--- config.mk ---
export PLATFORM = sky130hd
export DESIGN_NAME = occ_ctrl
export DESIGN_NICKNAME = d
export VERILOG_FILES = /design/src/sv/orbit_camera_controller_assert.svh /design/src/sv/occ_pkg.sv /design/src/sv/occ_ctrl.sv
export SDC_FILE = /design/constraint.sdc
export NUM_CORES = 1
export LEC_CHECK = 0
export ABC_AREA = 1
export BUFFER_PORTS_ARGS = -buffer_cell sky130_fd_sc_hd__buf_2
export CAP_MARGIN = 15
export CORE_UTILIZATION = 56
export DETAILED_ROUTE_END_ITERATION = 12
export GPL_TIMING_DRIVEN = 0
export PLACE_DENSITY = 0.83
export SKIP_CTS_REPAIR_TIMING = 1
export SYNTH_ARGS = -nofsm -noshare
export SYNTH_HDL_FRONTEND = slang
export SYNTH_SLANG_ARGS = --single-unit
--- constraint.sdc ---
create_clock -name clk -period 2.9 [get_ports clk]
set_clock_uncertainty 0.1 [all_clocks]
set_input_delay 0.58 -clock clk [delete_from_list [all_inputs] [get_ports clk]]
set_output_delay 0.58 -clock clk [all_outputs]
set_load 0.005 [all_outputs]
--- src/sv/orbit_camera_controller_assert.svh ---
// Assertion helpers for the orbit camera controller.
// They expect clk and arst_n in scope.
`ifndef ORBIT_CAMERA_CONTROLLER_ASSERT_SVH
`define ORBIT_CAMERA_CONTROLLER_ASSERT_SVH

// Same-cycle implication
`define OCC_ASSERT_IMP(lbl, ante, cons) \
	lbl: assert property (@(posedge clk) disable iff (!arst_n) (ante) |-> (cons)) \
		else $error("orbit camera assertion failed");

// Next-cycle implication
`define OCC_ASSERT_NEXT(lbl, ante, cons) \
	lbl: assert property (@(posedge clk) disable iff (!arst_n) (ante) |=> (cons)) \
		else $error("orbit camera assertion failed");

`endif

--- src/sv/occ_pkg.sv ---
// ----------------------------------------------------------------------------
// occ_pkg: shared types and constants
// Command codes, controller/datapath interface structs, CORDIC arctan table.
// ----------------------------------------------------------------------------
`default_nettype none

package occ_pkg;

	localparam int ANGLE_BITS_DEF   = 16;
	localparam int CORDIC_STEPS_DEF = 16;

	localparam int CNT_W    = 5;
	localparam int IN_W     = 184;
	localparam int OUT_W    = 304;

	localparam logic [25:0] RADIUS_MIN = 26'd6554;
	localparam logic [25:0] RADIUS_MAX = 26'd65536000;
	localparam logic [25:0] RADIUS_RST = 26'd28180480;

	localparam logic signed [33:0] CORDIC_GAIN = 34'sd652032875;

	typedef enum logic [1:0] {
		CMD_ROTATE = 2'd0,
		CMD_ZOOM   = 2'd1,
		CMD_PAN    = 2'd2,
		CMD_SET    = 2'd3
	} cmd_t;

	typedef enum logic [2:0] {
		MUL_ZOOM, MUL_RC, MUL_PX, MUL_PY, MUL_PZ, MUL_UX, MUL_UY
	} mul_op_t;

	typedef enum logic [2:0] {
		WB_NONE, WB_ZOOM, WB_RC, WB_PX, WB_PY, WB_PZ, WB_UX, WB_UY
	} wb_op_t;

	typedef enum logic [4:0] {
		ST_BOOT, ST_IDLE, ST_APPLY, ST_ZWB,
		ST_CH_LD, ST_CH_RUN, ST_CH_ST,
		ST_CV_LD, ST_CV_RUN, ST_CV_ST,
		ST_M_RC, ST_W_RC, ST_M_PX, ST_W_PX, ST_M_PY, ST_W_PY,
		ST_M_PZ, ST_W_PZ, ST_M_UX, ST_W_UX, ST_M_UY, ST_W_UY,
		ST_DONE
	} state_t;

	typedef struct packed {
		logic             capture;
		logic             apply;
		logic             cor_load;
		logic             cor_sel;   // 0 horizontal, 1 vertical
		logic             cor_step;
		logic             cor_store;
		logic [CNT_W-1:0] cor_idx;
		mul_op_t          mul_op;
		wb_op_t           wb_op;
		logic             out_load;
	} ctrl_cmd_t;

	typedef struct packed {
		cmd_t cmd;
		logic orbit;
	} dp_stat_t;

	// atan(2^-i) as a 32-bit binary angle
	function automatic logic [31:0] atan_lut(input logic [CNT_W-1:0] i);
		logic [31:0] r;
		case (i)
			5'd0:    r = 32'd536870912;
			5'd1:    r = 32'd316933406;
			5'd2:    r = 32'd167458907;
			5'd3:    r = 32'd85004756;
			5'd4:    r = 32'd42667331;
			5'd5:    r = 32'd21354465;
			5'd6:    r = 32'd10679838;
			5'd7:    r = 32'd5340245;
			5'd8:    r = 32'd2670163;
			5'd9:    r = 32'd1335087;
			5'd10:   r = 32'd667544;
			5'd11:   r = 32'd333772;
			5'd12:   r = 32'd166886;
			5'd13:   r = 32'd83443;
			5'd14:   r = 32'd41722;
			5'd15:   r = 32'd20861;
			5'd16:   r = 32'd10430;
			5'd17:   r = 32'd5215;
			5'd18:   r = 32'd2608;
			5'd19:   r = 32'd1304;
			5'd20:   r = 32'd652;
			5'd21:   r = 32'd326;
			5'd22:   r = 32'd163;
			5'd23:   r = 32'd81;
			default: r = 32'd0;
		endcase
		return r;
	endfunction

	// saturate to a signed 32-bit coordinate
	function automatic logic signed [31:0] sat32(input logic signed [37:0] v);
		logic signed [31:0] r;
		if (v > 38'sd2147483647) begin
			r = 32'sh7fffffff;
		end else if (v < -38'sd2147483648) begin
			r = 32'sh80000000;
		end else begin
			r = v[31:0];
		end
		return r;
	endfunction

endpackage

`default_nettype wire

--- src/sv/occ_ctrl.sv ---
// ----------------------------------------------------------------------------
// occ_ctrl: command sequencer
// Steps each command through apply and, in orbit mode, two CORDIC runs and
// six multiplies, and owns the input and output handshakes.
// ----------------------------------------------------------------------------
`default_nettype none

module occ_ctrl
	import occ_pkg::*;
#(
	parameter int CORDIC_STEPS = CORDIC_STEPS_DEF
) (
	input  wire logic     clk,
	input  wire logic     arst_n,
	input  wire logic     s_tvalid,
	output logic          s_tready,
	output logic          m_tvalid,
	input  wire logic     m_tready,
	input  wire dp_stat_t sts,
	output ctrl_cmd_t     ctl
);

	localparam logic [CNT_W-1:0] LAST = CNT_W'(CORDIC_STEPS - 1);

	state_t           state_q, state_d;
	logic [CNT_W-1:0] cnt_q;
	logic             boot_q;
	logic             vld_q;

	// state, step counter, boot flag, output valid
	always_ff @(posedge clk or negedge arst_n) begin
		if (!arst_n) begin
			state_q <= ST_BOOT;
			cnt_q   <= '0;
			boot_q  <= 1'b1;
			vld_q   <= 1'b0;
		end else begin
			state_q <= state_d;
			if (state_q == ST_CH_RUN || state_q == ST_CV_RUN) begin
				cnt_q <= cnt_q + 1'b1;
			end else begin
				cnt_q <= '0;
			end
			if (state_q == ST_W_UY) begin
				boot_q <= 1'b0;
			end
			if (ctl.out_load) begin
				vld_q <= 1'b1;
			end else if (m_tready) begin
				vld_q <= 1'b0;
			end
		end
	end

	assign s_tready = (state_q == ST_IDLE);
	assign m_tvalid = vld_q;

	// next state and commands
	always_comb begin
		state_d     = state_q;
		ctl         = '0;
		ctl.mul_op  = MUL_ZOOM;
		ctl.wb_op   = WB_NONE;
		ctl.cor_idx = cnt_q;
		case (state_q)
			ST_BOOT: state_d = ST_CH_LD;
			ST_IDLE: begin
				if (s_tvalid) begin
					ctl.capture = 1'b1;
					state_d     = ST_APPLY;
				end
			end
			ST_APPLY: begin
				ctl.apply = 1'b1;
				if (!sts.orbit) begin
					state_d = ST_DONE;
				end else if (sts.cmd == CMD_ZOOM) begin
					state_d = ST_ZWB;
				end else begin
					state_d = ST_CH_LD;
				end
			end
			ST_ZWB: begin
				ctl.wb_op = WB_ZOOM;
				state_d   = ST_CH_LD;
			end
			ST_CH_LD: begin
				ctl.cor_load = 1'b1;
				state_d      = ST_CH_RUN;
			end
			ST_CH_RUN: begin
				ctl.cor_step = 1'b1;
				if (cnt_q == LAST) begin
					state_d = ST_CH_ST;
				end
			end
			ST_CH_ST: begin
				ctl.cor_store = 1'b1;
				state_d       = ST_CV_LD;
			end
			ST_CV_LD: begin
				ctl.cor_load = 1'b1;
				ctl.cor_sel  = 1'b1;
				state_d      = ST_CV_RUN;
			end
			ST_CV_RUN: begin
				ctl.cor_step = 1'b1;
				ctl.cor_sel  = 1'b1;
				if (cnt_q == LAST) begin
					state_d = ST_CV_ST;
				end
			end
			ST_CV_ST: begin
				ctl.cor_store = 1'b1;
				ctl.cor_sel   = 1'b1;
				state_d       = ST_M_RC;
			end
			ST_M_RC: begin ctl.mul_op = MUL_RC; state_d = ST_W_RC; end
			ST_W_RC: begin ctl.wb_op  = WB_RC;  state_d = ST_M_PX; end
			ST_M_PX: begin ctl.mul_op = MUL_PX; state_d = ST_W_PX; end
			ST_W_PX: begin ctl.wb_op  = WB_PX;  state_d = ST_M_PY; end
			ST_M_PY: begin ctl.mul_op = MUL_PY; state_d = ST_W_PY; end
			ST_W_PY: begin ctl.wb_op  = WB_PY;  state_d = ST_M_PZ; end
			ST_M_PZ: begin ctl.mul_op = MUL_PZ; state_d = ST_W_PZ; end
			ST_W_PZ: begin ctl.wb_op  = WB_PZ;  state_d = ST_M_UX; end
			ST_M_UX: begin ctl.mul_op = MUL_UX; state_d = ST_W_UX; end
			ST_W_UX: begin ctl.wb_op  = WB_UX;  state_d = ST_M_UY; end
			ST_M_UY: begin ctl.mul_op = MUL_UY; state_d = ST_W_UY; end
			ST_W_UY: begin
				ctl.wb_op = WB_UY;
				state_d   = boot_q ? ST_IDLE : ST_DONE;
			end
			ST_DONE: begin
				if (!vld_q || m_tready) begin
					ctl.out_load = 1'b1;
					state_d      = ST_IDLE;
				end
			end
			default: state_d = ST_IDLE;
		endcase
	end

endmodule

`default_nettype wire
==> results of run 1 <==
[power by group through the flow]
stage / registers (mW) / logic [mW] / clock network, mW
finish: 0.260 / 0.723 / 0.127
global route: 0.264 / 0.814 / 0.139
CTS: 0.258 / 0.713 / 0.130
detailed placement: 0.260 / 0.710 / 0
global placement: 0.258 / 0.690 / 0
floorplan: 0.251 / 0.505 / 0
[how the worst min path moves through the flow]
stage                       from         end
final                     arst_n    m_tvalid
after global placement    arst_n    m_tvalid
after detailed placement  arst_n    m_tvalid
after floorplan           arst_n    cnt_q[0]
after CTS                 arst_n    m_tvalid
after global routing      arst_n  state_q[0]
[critical path, cell delays in order (launching register included)]
cell and delay (ns):
dfrtp_1 0.45, clkbuf_1 0.39, nand3_1 0.18, o21ai_0 0.14
nor2_1 0.06, o21ai_0 0.07, buf_2 0.14
[cell usage after synthesis]
cell type  count  area [um^2]
a31oi_1        1        6.260
a21oi_1        2        10.01
nand3_2        1        10.01
inv_2          4        15.01
o211ai_1       3        22.52
nand3_1       17        85.08
ha_1           2        25.02
o21a_1         1        7.510
buf_2          2        10.01
nor2_1        34        127.6
nor2_4         2        22.52
nand2_2        1        6.260
nor2_2         1        6.260
dfstp_2        1        26.28
o21ai_1        1        5.000
nand2_1       42        157.7
clkbuf_1       1        3.750
and3_1         1        6.260
nor3_1         5        25.02
o21ai_0        9        45.04
inv_1         17        63.81
dfrtp_1       11        275.3
xor2_1         1        8.760
buf_4          1        7.510
nand4_1        9        56.30
[per-layer routing]
metal | routed length, um | vias up | share of wire, %
met3 | 208 | 10 | 7.3
met2 | 1466 | 72 | 51
met4 | 93 | 0 | 3.2
met1 | 1095 | 565 | 38
met5 | 0 | - | 0
li1 | - | 613 | -
[cell type report]
| type | count | area, um^2 |
|---|---|---|
| Buffer | 4 | 21.27 |
| Clock buffer | 4 | 36.28 |
| Fill cell | 156 | 494.2 |
| Inverter | 21 | 78.83 |
| Multi-Input combinational cell | 133 | 633.1 |
| Sequential cell | 12 | 301.5 |
| Tap cell | 25 | 31.28 |
| Timing Repair Buffer | 26 | 130.1 |
[placed cells by master, fill, tap and decap left out]
| cell | instances |
|---|---|
| a21oi_1 | 2 |
| buf_4 | 1 |
| clkbuf_8 | 1 |
| nand2_1 | 42 |
| xor2_1 | 1 |
| nand3_1 | 17 |
| dfrtp_1 | 11 |
| clkbuf_4 | 3 |
| ha_1 | 2 |
| nor2_4 | 2 |
| inv_1 | 17 |
| o21ai_0 | 9 |
| nor3_1 | 5 |
| clkbuf_1 | 1 |
| and3_1 | 1 |
| nand3_2 | 1 |
| nor2_2 | 1 |
| inv_2 | 4 |
| dfstp_2 | 1 |
| nor2_1 | 34 |
| nand2_2 | 1 |
| o21ai_1 | 1 |
| buf_2 | 28 |
| o21a_1 | 1 |
| nand4_1 | 9 |
| a31oi_1 | 1 |
| o211ai_1 | 3 |
[state kept, by name, summed over array words and instances (netlist names)]
name and count:
state_q 5, cnt_q 5, m_tvalid 1, boot_q 1
[logic make-up (layout without fill, tap and decap cells)]
group           after synthesis  after routing  synth area share [%]
simple gates                113            113                 48.61
buf+inv                      25             55                 9.673
compound gates               17             17                 9.311
flops                        12             12                 29.14
fa+ha+maj                     2              2                 2.418
xor+xnor                      1              1                0.8466
[metrics by stage]
stage / setup slack (ns) / instance area, um^2 / hold WS, ns
2_1_floorplan: 1.133 / 1035 / 0.1844
3_3_place_gp: 0.8468 / 1196 / 0.3609
3_5_place_dp: 0.8254 / 1196 / 0.3642
4_1_cts: 0.5240 / 1232 / 0.07486
5_1_grt: 0.3531 / 1232 / 0.07953
6_report: 0.5195 / 1232 / 0.07267
==> impl_metrics.yaml, run 1 <==
setup_path:
  crit_path_end_kind: "output port"
  path_max_fanout: 10
  arrival_ns: 1.70
  reg2regPathDepth: 8
  reg2reg_setup_slack_ns: 1.10
  worstReg2RegEnd: "state_q[2]"
  critPathKind: "reg -> out"
  reg2reg_from: "state_q[3]"
  cp-startpoint: "state_q[4]"
  cp-endpoint: "ctl[1]"
  crit_required_ns: 2.22
  start_kind: "register"
clocking:
  numClockSinks: 12
  path_clk_slew_ns: 0.07
  clk_latency_ns: 0.26
  cts-root-buf: "clkbuf_4"
  cts_tree: "done"
  clockBufferDepth: 2
  cts-buffers-inserted: 3
  cts_max_level: 1
route:
  drc_errors: 0
  first_pass_iters: 4
  drtAntennaViolNets: 0
  via_count: 1260
  routedWlPerCell_um: 12.73
  drtIter0Drc: 59
  totalWireLength_um: 2864
  detail_route.vias_per_cell: 5.600
grt:
  grt_use_total_pct: 32.74
  overflow: 0
  grt_pass1_wl_um: 4726
  first_global_vias: 1105
  grtUsageMet2_pct: 54.20
  grt_use_met3_pct: 4.800
  grt_use_met1_pct: 38.21
  grt_max_degree: 13
  gr-max-usage-layer: "met2"
  antenna_found_initial: 0
floorplanning:
  start_util_pct: 59.93
  num_rows: 15
  io_pins: 27
  die_y_um: 44.99
  die-area_um2: 2024
  design.core.area_um2: 1727
  die_width_um: 44.99
power_and_ir_drop:
  power_frac_seq_pct: 23.4
  p_int_uw: 524.6
  p_sw_uw: 585.3
  p_total_mw: 1.110
  p_sw_share_pct: 52.74
  leakage_nw: 0.7317
  ir_drop_mv: 0.6033
  clkPwrFrac_pct: 11.4
  combPwrFrac_pct: 65.2
  p_per_area_nw_per_um2: 900.6
finish:
  finish.utilization_pct: 71.38
  nNetsFinal: 210
  drive_gt1_share_pct: 21.50
  fin_cells: 225
  area_growth_pct: 19.11
  insertedDiodeCount: 0
placed_design:
  place_inst: 221
  io_buffers: 26
  place_congestion: 0.9138
  dp_hpwl_um: 2291
worst_hold_path:
  hp-class: "in -> async"
yosys:
  ys_seq_area_share_pct: 29.14
  avgSynthCellArea_um2: 6.087
  yosysWarningCount: 0
  netlist_area_um2: 1035
  synth_seq_cells: 12
  ys_types: 25
  syn_inst: 170
  synth_nets: 179
status:
  status: "complete, no violations"
sta:
  setup_viol: 0
  fin_crit_ns: 2.380
  finalCritPeriodShare_pct: 82.08
  fmax_ghz: 0.4201
  relSlewSlack_pct: 70.70
  rsz0062_at_grt: "false"
  timing.setup.tns_ns: 0
  drv_slew: 0
  tightest_slew_ns: 0.4396
  hold_viol_final: 0
flow_run:
  cap_violations: 0
Power figures use the tool's default switching activity.
==> run 2: changes to the inputs <==
Settings changed: CORE_UTILIZATION 56 to 52, PLACE_DENSITY 0.83 to 0.78.
Clock period 2.9 ns to 2.5 ns, I/O delays scaled along.
==> run 2 against run 1 <==
  * Clock power is 6% lower
  * Register-to-register slack got worse by 0.38 ns
  * Sequential power rose by 15%
  * Power grew 12%
  * Sequential share of layout area rose by 0.20 points
  * Worst hold slack got worse by 0.079 ns
  * First-iteration DRC count decreased by 29%
  * Die area is 7.4% higher
  * The run now ends with negative hold slack left
  * Critical path depth unchanged
  * Highest routed layer unchanged
  * Non-clock buffer count did not move
  * Cell count unchanged
  * Global-route usage is 5.0 points lower
==> impl_metrics.yaml, run 2 (synthesis results as in run 1) <==
setup_path:
  crit_top_cell: "o21ai_0"
  arrival_ns: 1.70
  worstPathCellList: "clkbuf_1 -> nand3_1 -> o21ai_0 -> nor2_1 -> o21ai_0 -> buf_2"
  start_kind: "register"
  critPathKind: "reg -> out"
  reg2regPathDepth: 8
  crit_path_end_kind: "output port"
  crit_required_ns: 1.90
  slowest_delay_ns: 0.45
  path_max_fanout: 10
  slowest_stage: "dfrtp_1"
power_and_ir_drop:
  p_int_uw: 581.1
  p_sw_uw: 660.9
  p_per_area_nw_per_um2: 1016
  p_sw_share_pct: 53.21
  ir_drop_mv: 0.6603
  p_total_mw: 1.242
  power_frac_seq_pct: 24.0
  clkPwrFrac_pct: 9.7
  leakage_nw: 0.7257
  combPwrFrac_pct: 66.4
sta:
  whs_ns: -0.006558
  setup_viol: 0
  hold_viol_final: 6
  relSlewSlack_pct: 71.44
  fin_crit_ns: 2.304
  tightest_slew_ns: 0.4285
  fmax_ghz: 0.4341
  timing.setup.tns_ns: 0
  worst_slack_ns: 0.1965
  drv_slew: 0
  finalCritPeriodShare_pct: 92.14
  rsz0062_at_grt: "false"
floorplanning:
  die_y_um: 46.61
  io_pins: 27
  die-area_um2: 2172
  design.core.area_um2: 1802
  num_rows: 15
  start_util_pct: 57.43
  die_width_um: 46.61
status:
  status: "finished with violations"
  violations: "negative hold slack"
route:
  first_pass_iters: 5
  routedWlPerCell_um: 11.84
  drc_errors: 0
  totalWireLength_um: 2665
  drtIter0Drc: 42
  detail_route.vias_per_cell: 5.453
  drtAntennaViolNets: 0
  via_count: 1227
finish:
  nNetsFinal: 210
  final_common_cell: "nand2_1"
  area_growth_pct: 18.14
  mostFrequentLayoutCells: "nand2_1 (42), nor2_1 (34), buf_2 (28)"
  regArea_um2: 301.5
  finish.utilization_pct: 67.85
  multi_input_area_um2: 633.1
  insertedDiodeCount: 0
  reg_top3: "cnt_q: 5 flops, state_q: 5 flops"
  nFillCells: 177
  drive_gt1_share_pct: 21.00
clocking:
  cts-root-buf: "clkbuf_4"
  clk_latency_ns: 0.26
  path_clk_slew_ns: 0.08
  cts-buffers-inserted: 3
  numClockSinks: 12
  clockBufferDepth: 2
  cts_max_level: 1
  cts_tree: "done"
placed_design:
  place_congestion: 0.9057
  dp_slack_ns: 0.5057
  io_buffers: 26
  dp_hpwl_um: 2190
grt:
  overflow: 0
  first_global_vias: 1044
  grt_use_total_pct: 27.79
  grt_pass1_wl_um: 4312
  antenna_found_initial: 0
  grt_max_degree: 13
flow_run:
  cap_violations: 0
worst_hold_path:
  hp-class: "in -> async"
[run 2: cell counts in the layout (fill, tap and decap cells not counted)]
No cell type changed its count.
[run 2: worst max-delay path, delay by kind of cell (launching register included)]
kind / cells / cell delay, ns
AOI/OAI and AO/OA: 2 / 0.22
buffers and inverters: 2 / 0.51
and+or+nand+nor: 2 / 0.26
DFF: 1 / 0.45
[run 2: power by group through the flow]
stage,clock (mW),combinational (mW),sequential [mW]
after floorplan,0,0.586,0.291
after global placement,0,0.802,0.299
after detailed placement,0,0.813,0.300
after CTS,0.123,0.816,0.297
after global routing,0.132,0.938,0.306
final,0.120,0.824,0.298
[run 2: worst paths after layout]
kind | endpoint | slack [ns] | startpoint
setup / recovery | ctl[1] | 0.20 | state_q[4]
hold / removal | cnt_q[3] | -0.007 | arst_n
setup reg to reg | state_q[1] | 0.72 | state_q[3]
hold reg to reg | cnt_q[0] | 0.38 | cnt_q[0]
max in group asynchronous | boot_q | 2.03 | arst_n
min in group clk | m_tvalid | 0.34 | m_tready
[run 2: metal layers]
layer / global-route usage, % / vias to the layer above / part of all wire, %
met5: 0 / - / 0
met3: 2.745 / 8 / 5.8
met2: 48.61 / 52 / 48
li1: - / 621 / -
met4: 10.86 / 0 / 2.3
met1: 34.62 / 546 / 44
[run 2: per-stage QoR]
step           cells  cell area, um^2
3_3_place_gp     221             1196
2_1_floorplan    170             1035
4_1_cts          225             1222
3_5_place_dp     221             1196
5_1_grt          225             1222
6_report         225             1222
[run 2: cell type report]
cell class / count / share of cell area [%]
inverter: 21 / 6.448
buffer: 4 / 1.740
timing repair buffer: 26 / 10.64
multi-input combinational: 133 / 51.79
sequential: 12 / 24.67
tap: 25 / 2.559
clock buffer: 4 / 2.149
==> run 3: changes to the inputs <==
Settings changed: CTS_BUF_LIST from default to sky130_fd_sc_hd__clkbuf_16, SETUP_SLACK_MARGIN from default to 0.05.
==> run 3 against run 2 <==
  * The flow now finishes without violations
  * Sequential cell count unchanged
  * Design area up 4.3%
  * Die area stayed put
  * Global-route usage rose by 1.7 points
  * First-iteration DRC count increased by 26%
  * Non-clock buffer count unchanged
  * Sequential share of layout area is 1.0 points lower
  * Combinational power grew 0.5%
  * Setup slack worse by 0.0012 ns
  * Register-to-register slack worse by 0.04 ns
  * Maximum frequency about the same
  * Largest cell class unchanged
==> impl_metrics.yaml, run 3 (synthesis results as in run 1) <==
setup_path:
  crit_required_ns: 1.90
  reg2regPathDepth: 8
  cp_top_family: "buffers and inverters"
  path_max_fanout: 10
  arrival_ns: 1.70
  slowest_delay_ns: 0.44
  slowest_stage: "dfrtp_1"
  worstPathCellList: "clkbuf_1 -> nand3_1 -> o21ai_0 -> nor2_1 -> o21ai_0 -> buf_2"
  worst-path-stages: 6
  crit_path_end_kind: "output port"
  crit_top_cell: "o21ai_0"
  path_buf_inv: 2
  start_kind: "register"
  critPathKind: "reg -> out"
floorplanning:
  start_util_pct: 57.43
  design.core.area_um2: 1802
  die_y_um: 46.61
  die_width_um: 46.61
  io_pins: 27
  num_rows: 15
  die-area_um2: 2172
route:
  totalWireLength_um: 2809
  drc_errors: 0
  routedWlPerCell_um: 12.48
  drtAntennaViolNets: 0
  detail_route.vias_per_cell: 5.511
  via_count: 1240
  first_pass_iters: 4
  drtIter0Drc: 53
sta:
  finalCritPeriodShare_pct: 92.19
  fmax_ghz: 0.4339
  tightest_slew_ns: 0.4593
  hold_viol_final: 0
  relSlewSlack_pct: 69.38
  setup_viol: 0
  worst_slack_ns: 0.1953
  drv_slew: 0
  timing.setup.tns_ns: 0
  rsz0062_at_grt: "false"
  fin_crit_ns: 2.305
  whs_ns: 0.02259
grt:
  grt_pass1_wl_um: 4464
  overflow: 0
  grt_max_degree: 13
  antenna_found_initial: 0
  grt_use_total_pct: 29.52
  first_global_vias: 1047
placed_design:
  place_inst: 221
  dp_slack_ns: 0.5057
  dp_hpwl_um: 2190
  io_buffers: 26
  place_congestion: 0.9057
status:
  status: "complete, no violations"
finish:
  reg_top3: "cnt_q: 5 flops, state_q: 5 flops"
  mostFrequentLayoutCells: "nand2_1 (42), nor2_1 (34), buf_2 (28)"
  final_common_cell: "nand2_1"
  fin_cells: 225
  nNetsFinal: 210
  finish.utilization_pct: 70.76
  drive_gt1_share_pct: 21.00
  area_growth_pct: 23.22
  insertedDiodeCount: 0
power_and_ir_drop:
  ir_drop_mv: 0.7626
  leakage_nw: 0.7530
  p_per_area_nw_per_um2: 1117
flow_run:
  cap_violations: 0
worst_hold_path:
  hp-class: "in -> async"
clocking:
  cts_tree: "done"
  path_clk_slew_ns: 0.04
  cts-root-buf: "clkbuf_16"
  cts-buffers-inserted: 3
  clk_latency_ns: 0.24
  numClockSinks: 12
  clockBufferDepth: 2
  cts_max_level: 1
## run 3: routing by layer
metal  routed length (um)  up-vias  track usage [%]
li1                     -      621                -
met3                  171       11            2.745
met5                    0        -                0
met1                 1214      559            37.11
met4                   88        0            16.00
met2                 1335       49            49.17
## run 3: path summary, 6_finish.rpt
path	start	end	slack (ns)
min reg2reg	cnt_q[0]	cnt_q[0]	0.38
max reg2reg	state_q[3]	state_q[2]	0.68
max	state_q[4]	ctl[1]	0.20
min in group clk	m_tready	m_tvalid	0.36
max in group asynchronous	arst_n	boot_q	2.01
min	arst_n	cnt_q[3]	0.02
## run 3: per-stage QoR
stage / total power [mW] / instance area [um^2]
5_1_grt: 1.547 / 1275
3_3_place_gp: 1.101 / 1196
2_1_floorplan: 0.8765 / 1035
4_1_cts: 1.415 / 1275
6_report: 1.424 / 1275
3_5_place_dp: 1.113 / 1196
## run 3: layout make-up
| type | instances | area [um^2] |
|---|---|---|
| Buffer | 4 | 21.27 |
| Clock buffer | 3 | 75.07 |
| Clock inverter | 1 | 3.754 |
| Fill cell | 170 | 526.8 |
| Inverter | 21 | 78.83 |
| Multi-Input combinational cell | 133 | 633.1 |
| Sequential cell | 12 | 301.5 |
| Tap cell | 25 | 31.28 |
| Timing Repair Buffer | 26 | 130.1 |
## run 3: power by group
group          leakage, nW  internal (mW)  total, mW  switching [mW]
Sequential           0.156          0.245      0.300          0.0544
Clock               0.0423          0.211      0.296          0.0853
Combinational        0.554          0.275      0.828           0.553
